## src/rtl/wlwa_pkg.sv

```systemverilog
// Types and constants shared by the write latency window average block.
package wlwa_pkg;

    localparam int SEC_W     = 12;
    localparam int USEC_W    = 20;
    localparam int HELD_W    = 4;
    localparam int SAMPLE_W  = 32;
    localparam int DIVISOR_W = 20;

    localparam logic [USEC_W-1:0]   USEC_PER_SEC = 20'd1000000;
    localparam logic [SAMPLE_W-1:0] MAX_AVG_USEC = 32'd4095999999;

    // The mean is split as 1000000 = 64 * 15625, the second factor by a reciprocal multiply.
    localparam int SPLIT_PRE_SHIFT = 6;
    localparam int SPLIT_IN_W      = SAMPLE_W - SPLIT_PRE_SHIFT;
    localparam int RECIP_W         = 27;
    localparam int RECIP_SHIFT     = 40;
    localparam logic [RECIP_W-1:0] RECIP_USEC = 27'd70368745;

    typedef struct packed {
        logic [SEC_W-1:0]  elapsed_sec;
        logic [USEC_W-1:0] elapsed_usec;
        logic              measured_ok;
    } wlwa_in_t;

    typedef struct packed {
        logic [SEC_W-1:0]  average_sec;
        logic [USEC_W-1:0] average_usec;
        logic [HELD_W-1:0] samples_held;
    } wlwa_out_t;

    typedef enum logic [2:0] {
        ST_IDLE,
        ST_UPDATE,
        ST_DIV_AVG,
        ST_WAIT_AVG,
        ST_SPLIT,
        ST_OUT
    } wlwa_state_t;

endpackage

```

## src/rtl/wlwa_ring.sv

```systemverilog
// Sample ring memory with one write port and one registered read port.
module wlwa_ring import wlwa_pkg::*; #(
    parameter int DEPTH  = 8,
    parameter int ADDR_W = 3
) (
    input  logic                aclk,
    input  logic                wr_en,
    input  logic [ADDR_W-1:0]   wr_addr,
    input  logic [SAMPLE_W-1:0] wr_data,
    input  logic                rd_en,
    input  logic [ADDR_W-1:0]   rd_addr,
    output logic [SAMPLE_W-1:0] rd_data
);

    logic [SAMPLE_W-1:0] mem [DEPTH];
    logic [SAMPLE_W-1:0] rd_data_reg;

    always_ff @(posedge aclk) begin
        if (wr_en) begin
            mem[wr_addr] <= wr_data;
        end
    end

    always_ff @(posedge aclk) begin
        if (rd_en) begin
            rd_data_reg <= mem[rd_addr];
        end
    end

    assign rd_data = rd_data_reg;

endmodule

```

## src/rtl/wlwa_div.sv

```systemverilog
// Restoring divider that resolves one quotient bit per cycle.
module wlwa_div import wlwa_pkg::*; #(
    parameter int DIVIDEND_W = 35
) (
    input  logic                  aclk,
    input  logic                  aresetn,
    input  logic                  start,
    input  logic [DIVIDEND_W-1:0] dividend,
    input  logic [DIVISOR_W-1:0]  divisor,
    output logic                  done,
    output logic [DIVIDEND_W-1:0] quotient
);

    localparam int CNT_W = $clog2(DIVIDEND_W + 1);

    logic [DIVIDEND_W-1:0] q_reg, q_next;
    logic [DIVISOR_W-1:0]  r_reg, r_next;
    logic [DIVISOR_W-1:0]  d_reg, d_next;
    logic [CNT_W-1:0]      cnt_reg, cnt_next;
    logic                  busy_reg, busy_next;
    logic                  done_reg, done_next;
    logic [DIVISOR_W:0]    shifted;
    logic [DIVISOR_W:0]    trial;

    always_comb begin
        q_next    = q_reg;
        r_next    = r_reg;
        d_next    = d_reg;
        cnt_next  = cnt_reg;
        busy_next = busy_reg;
        done_next = 1'b0;
        shifted   = {r_reg, q_reg[DIVIDEND_W-1]};
        trial     = shifted - {1'b0, d_reg};
        if (start) begin
            q_next    = dividend;
            r_next    = '0;
            d_next    = divisor;
            cnt_next  = CNT_W'(DIVIDEND_W);
            busy_next = 1'b1;
        end else if (busy_reg) begin
            if (!trial[DIVISOR_W]) begin
                r_next = trial[DIVISOR_W-1:0];
                q_next = {q_reg[DIVIDEND_W-2:0], 1'b1};
            end else begin
                r_next = shifted[DIVISOR_W-1:0];
                q_next = {q_reg[DIVIDEND_W-2:0], 1'b0};
            end
            cnt_next = cnt_reg - 1'b1;
            if (cnt_reg == CNT_W'(1)) begin
                busy_next = 1'b0;
                done_next = 1'b1;
            end
        end
    end

    always_ff @(posedge aclk) begin
        if (!aresetn) begin
            busy_reg <= 1'b0;
            done_reg <= 1'b0;
            cnt_reg  <= '0;
        end else begin
            busy_reg <= busy_next;
            done_reg <= done_next;
            cnt_reg  <= cnt_next;
        end
    end

    always_ff @(posedge aclk) begin
        q_reg <= q_next;
        r_reg <= r_next;
        d_reg <= d_next;
    end

    assign done     = done_reg;
    assign quotient = q_reg;

endmodule

```

## src/rtl/write_latency_window_average.sv

```systemverilog
// Top level of the write latency window average block.
// Each accepted word passes through the update, divider start, divider wait, split and output
// states in order; the next word is taken only once the block is back in idle.
// The mean comes from the one-bit-per-cycle divider; the split into seconds and
// microseconds is a reciprocal multiply. A word is taken while a result waits.
// Synchronous active-low reset clears the count, slot, total and current average.
module write_latency_window_average import wlwa_pkg::*; #(
    parameter int HISTORY_DEPTH = 8
) (
    input  logic      aclk,
    input  logic      aresetn,
    input  logic      s_valid,
    output logic      s_ready,
    input  wlwa_in_t  s_data,
    output logic      m_valid,
    input  logic      m_ready,
    output wlwa_out_t m_data
);

    localparam int SLOT_W  = $clog2(HISTORY_DEPTH);
    localparam int FILL_W  = $clog2(HISTORY_DEPTH + 1);
    localparam int TOTAL_W = SAMPLE_W + SLOT_W;

    wlwa_state_t state_reg, state_next;

    logic [SLOT_W-1:0]   slot_reg, slot_next;
    logic [FILL_W-1:0]   fill_reg, fill_next;
    logic [TOTAL_W-1:0]  total_reg, total_next;
    logic [SAMPLE_W-1:0] avg_reg, avg_next;
    logic [SAMPLE_W-1:0] sample_reg, sample_next;
    logic [SEC_W-1:0]    quot_reg, quot_next;
    logic                m_valid_reg, m_valid_next;
    wlwa_out_t           m_data_reg, m_data_next;

    logic                full;
    logic                accept;
    logic [SAMPLE_W-1:0] rd_data;
    logic                ring_wr;
    logic [SAMPLE_W-1:0] measured;

    logic [SPLIT_IN_W+RECIP_W-1:0] split_prod;
    logic [SAMPLE_W-1:0]           split_rem;

    logic                div_start;
    logic [TOTAL_W-1:0]  div_dividend;
    logic [DIVISOR_W-1:0] div_divisor;
    logic                div_done;
    logic [TOTAL_W-1:0]  div_quot;

    assign full     = (fill_reg == FILL_W'(HISTORY_DEPTH));
    assign s_ready  = (state_reg == ST_IDLE);
    assign accept   = s_valid && s_ready;
    assign measured = SAMPLE_W'(s_data.elapsed_sec) * SAMPLE_W'(USEC_PER_SEC)
                    + SAMPLE_W'(s_data.elapsed_usec);

    assign split_prod = avg_reg[SAMPLE_W-1:SPLIT_PRE_SHIFT] * RECIP_USEC;
    assign split_rem  = avg_reg - SAMPLE_W'(quot_reg) * SAMPLE_W'(USEC_PER_SEC);

    wlwa_ring #(
        .DEPTH  (HISTORY_DEPTH),
        .ADDR_W (SLOT_W)
    ) u_ring (
        .aclk    (aclk),
        .wr_en   (ring_wr),
        .wr_addr (slot_reg),
        .wr_data (sample_reg),
        .rd_en   (accept),
        .rd_addr (slot_reg),
        .rd_data (rd_data)
    );

    wlwa_div #(
        .DIVIDEND_W (TOTAL_W)
    ) u_div (
        .aclk      (aclk),
        .aresetn   (aresetn),
        .start     (div_start),
        .dividend  (div_dividend),
        .divisor   (div_divisor),
        .done      (div_done),
        .quotient  (div_quot)
    );

    always_comb begin
        state_next   = state_reg;
        slot_next    = slot_reg;
        fill_next    = fill_reg;
        total_next   = total_reg;
        avg_next     = avg_reg;
        sample_next  = sample_reg;
        quot_next    = quot_reg;
        m_valid_next = m_valid_reg;
        m_data_next  = m_data_reg;
        ring_wr      = 1'b0;
        div_start    = 1'b0;
        div_dividend = total_reg;
        div_divisor  = DIVISOR_W'(fill_reg);

        if (m_valid_reg && m_ready) begin
            m_valid_next = 1'b0;
        end

        case (state_reg)
            ST_IDLE: begin
                if (s_valid) begin
                    sample_next = s_data.measured_ok ? measured : avg_reg;
                    state_next  = ST_UPDATE;
                end
            end
            ST_UPDATE: begin
                ring_wr    = 1'b1;
                total_next = total_reg + TOTAL_W'(sample_reg)
                           - (full ? TOTAL_W'(rd_data) : TOTAL_W'(0));
                if (!full) begin
                    fill_next = fill_reg + 1'b1;
                end
                if (slot_reg == SLOT_W'(HISTORY_DEPTH - 1)) begin
                    slot_next = '0;
                end else begin
                    slot_next = slot_reg + 1'b1;
                end
                state_next = ST_DIV_AVG;
            end
            ST_DIV_AVG: begin
                div_start  = 1'b1;
                state_next = ST_WAIT_AVG;
            end
            ST_WAIT_AVG: begin
                if (div_done) begin
                    if (div_quot > TOTAL_W'(MAX_AVG_USEC)) begin
                        avg_next = MAX_AVG_USEC;
                    end else begin
                        avg_next = div_quot[SAMPLE_W-1:0];
                    end
                    state_next = ST_SPLIT;
                end
            end
            ST_SPLIT: begin
                quot_next  = split_prod[RECIP_SHIFT +: SEC_W];
                state_next = ST_OUT;
            end
            ST_OUT: begin
                if (!m_valid_reg || m_ready) begin
                    m_valid_next             = 1'b1;
                    m_data_next.average_sec  = quot_reg;
                    m_data_next.average_usec = split_rem[USEC_W-1:0];
                    m_data_next.samples_held = HELD_W'(fill_reg);
                    state_next               = ST_IDLE;
                end
            end
            default: begin
                state_next = ST_IDLE;
            end
        endcase
    end

    always_ff @(posedge aclk) begin
        if (!aresetn) begin
            state_reg   <= ST_IDLE;
            slot_reg    <= '0;
            fill_reg    <= '0;
            total_reg   <= '0;
            avg_reg     <= '0;
            m_valid_reg <= 1'b0;
        end else begin
            state_reg   <= state_next;
            slot_reg    <= slot_next;
            fill_reg    <= fill_next;
            total_reg   <= total_next;
            avg_reg     <= avg_next;
            m_valid_reg <= m_valid_next;
        end
    end

    always_ff @(posedge aclk) begin
        sample_reg <= sample_next;
        quot_reg   <= quot_next;
        m_data_reg <= m_data_next;
    end

    assign m_valid = m_valid_reg;
    assign m_data  = m_data_reg;

endmodule
```

## config.mk

```make
export PLATFORM = sky130hd
export DESIGN_NAME = write_latency_window_average
export DESIGN_NICKNAME = d
export VERILOG_FILES = /design/src/rtl/wlwa_pkg.sv /design/src/rtl/wlwa_ring.sv /design/src/rtl/wlwa_div.sv /design/src/rtl/write_latency_window_average.sv
export SDC_FILE = /design/constraint.sdc
export NUM_CORES = 2
export LEC_CHECK = 0
export ABC_AREA = 1
export BUFFER_PORTS_ARGS = -buffer_cell sky130_fd_sc_hd__buf_2
export CAP_MARGIN = 20
export CORE_ASPECT_RATIO = 1.75
export CORE_MARGIN = 4
export CORE_UTILIZATION = 60
export CTS_CLUSTER_DIAMETER = 30
export CTS_CLUSTER_SIZE = 16
export DETAILED_ROUTE_END_ITERATION = 10
export PLACE_DENSITY = 0.73
export SYNTH_ARGS = -nofsm -noshare
export SYNTH_HDL_FRONTEND = slang
export SYNTH_SLANG_ARGS = --single-unit
```

## constraint.sdc

```tcl
create_clock -name aclk -period 7.35 [get_ports aclk]
set_clock_uncertainty 0.2 [all_clocks]
set_input_delay 1.1025 -clock aclk [delete_from_list [all_inputs] [get_ports aclk]]
set_output_delay 1.1025 -clock aclk [all_outputs]
set_load 0.01 [all_outputs]
```

==> out/results.ini <==
[outcome]
outcome = completed

[yosys]
yosys_most_used_dff = edfxtp_1
yosysMostFrequentCell = inv_1
syn_inst = 4215
synth_fp_nets = 5009
synthArstFlopShare = 0
ys_warn_count = 0
synth_area_leaders = edfxtp_1 31%, fa_1 16%, ha_1 14%
synth_area_um2 = 39800
yosysTopAreaCell = edfxtp_1
yosys-top-cells-count = 991 x inv_1, 603 x nand2_1, 442 x ha_1
synth_top_area_frac = 0.307
syn_area_per_cell_um2 = 9.44
seq_area_frac_synth = 0.361
synth_edf_count = 407
ys_seq_elements = 513
synth_cell_type_count = 57

[setup_path]
timing.rr.end = quot_reg[8]$_DFFE_PP_
r2r_cells = 22
crit_family = adder cells
critPathSlowestCell = dfxtp_1
path_common_cell = fa_1
crit_fanout = 10
critPathMaxStageDelay_ns = 0.77
worstPathRequired_ns = 7.53
critical_path_arrival_ns = 6.97
startpoint = avg_reg[12]$_SDFFE_PN0P_
crit_chain = fa_1, fa_1, inv_1, fa_1, inv_1, fa_1, inv_1, fa_1, inv_1, fa_1, inv_1, fa_1, inv_1, ha_1, nand2_1, nor2_1, nand2_1, nor4b_1, nand3_1, nand3_1, a21oi_1, xor2_1
r2r-start = avg_reg[12]$_SDFFE_PN0P_
critPathBufInv = 6
crit_path_start_kind = flop
cp.depth = 22
crit_end = quot_reg[8]$_DFFE_PP_
crit_type = flop to flop
r2r_setup_slack_ns = 0.55
endpoint_kind = flop

[floorplanning]
fp.dieW_um = 203
dieArea_um2 = 70600
boundaryPins = 75
rows = 124
core_area_um2 = 65500
initial_utilization = 0.608
die_h_um = 349

[timing]
timing.final.crit_share = 0.925
slew_violations = 0
fmax_mhz = 147
fin_crit_ns = 6.80
setup_ws_ns = 0.555
tns_ns = 0
relSlewSlack = 0.276
rsz0062_at_grt = no
hold_violations = 0
setup_viol = 0
tightest_slew_ns = 1.08

[cts]
ctsResizeCount = 0
cts_buffer_depth = 3
clk_latency_ns = 0.63
cts_root_buf = clkbuf_16
postCtsSetupBuffers = 0
cts_sinks = 513
htree_levels = 3
cts.hold.buffers_added = 0
cts.clk_slew.worst_paths_ns = 0.06
numCtsBuffers = 74
cts_tree = yes

[placement]
portBuffers = 74
place.detailed.hpwl_um = 87300
dpl-instance-area_um2 = 41400
routabilityCongestion = 0.984
pre_cts_slack_ns = 0.603

[cells_and_area]
largest_reg_flops = 256
nets = 5134
diodes = 0
area_growth_pct = 10.7
stdcell_area_um2 = 44100
drive_gt1_frac = 0.0820

[route]
wl_per_cell_um = 21.0
drt-pass1-iter-count = 6
viasPerCell = 5.60
drt_iter0_markers = 2001
ant_nets = 0
drcViolationCount = 0
via_count = 29600
drt-total-wl_um = 111000

[grt]
grt_max_degree = 74
grt_pass1_wl_um = 173000
grt_antenna_before_repair = 2
grt.total_usage = 0.321
grt_pass1_vias = 31300
overflow = 0

[pwr]
power_density_nw_per_um2 = 342
power.ir.vdd_worst_uv = 177
p_leak_nw = 21.5
finalPower_mw = 15.1

[worst_hold_path]
min_path_type = flop to flop

[job]
drv_cap = 0

==> report_power, final <==
group | switching (mW) | total, mW | internal [mW]
Sequential | 0.428 | 4.39 | 3.97
Clock | 1.44 | 3.66 | 2.22
Combinational | 4.70 | 7.02 | 2.32
==> how the worst min path moves through the flow <==
stage	to	cells past startpoint	startpoint
2_1_floorplan	m_data[4]$_DFFE_PP_	0	avg_reg[0]$_SDFFE_PN0P_
3_3_place_gp	m_data[9]$_DFFE_PP_	0	avg_reg[5]$_SDFFE_PN0P_
3_5_place_dp	m_data[7]$_DFFE_PP_	0	avg_reg[3]$_SDFFE_PN0P_
4_1_cts	m_data[5]$_DFFE_PP_	0	avg_reg[1]$_SDFFE_PN0P_
5_1_grt	m_data[5]$_DFFE_PP_	0	avg_reg[1]$_SDFFE_PN0P_
6_report	m_data[5]$_DFFE_PP_	0	avg_reg[1]$_SDFFE_PN0P_
==> cells in the final DEF (no fill, tap or decap), types with 26 or more instances in the layout <==
cell,count
a22oi_1,34
dfxtp_1,106
edfxtp_1,407
a31oi_1,26
nand3_1,107
xor2_1,58
nand2_1,603
nor2_1,231
a21oi_1,221
buf_4,47
clkbuf_16,75
ha_1,442
inv_1,989
nand4_1,60
fa_1,315
xnor2_1,36
a221oi_1,31
buf_2,74
o21ai_0,203
==> routing by layer <==
metal  global-route usage  part of all wire  vias to the layer above  wire length (µm)
met3               0.0367             0.046                      419              5080
met4                0.236             0.089                        0              9920
met2                0.596              0.53                     1004             58700
met1                0.329              0.34                    14200             37200
met5                    0                 0                        -                 0
li1                     -                 -                    14000                 -
==> metrics by stage <==
stage	instances	util	hold WS [ns]
after global routing	5284	0.673	0.242
after CTS	5282	0.672	0.231
final	5284	0.673	0.228
after global placement	5142	0.633	0.211
after detailed placement	5144	0.633	0.220
after floorplan	4215	-	0.208
==> final cells by class <==
type,count,area (µm²)
Timing Repair Buffer,124,766
Inverter,1007,3780
Sequential cell,513,14300
Clock buffer,82,1900
Clock inverter,56,682
Fill cell,5238,21400
Tap cell,882,1100
Multi-Input combinational cell,2620,21500
==> logic make-up (layout without fill, tap and decap cells) <==
logic type	count (synthesis)	in the layout	synth area share
adders and majority gates	757	757	0.298
AOI/OAI and AO/OA	638	638	0.0936
and+or+nand+nor	1130	1130	0.124
xor gates and xnor gates	95	95	0.0211
DFF	513	513	0.361
buffers and inverters	1082	1269	0.103
(Power assumes the default switching activity.)
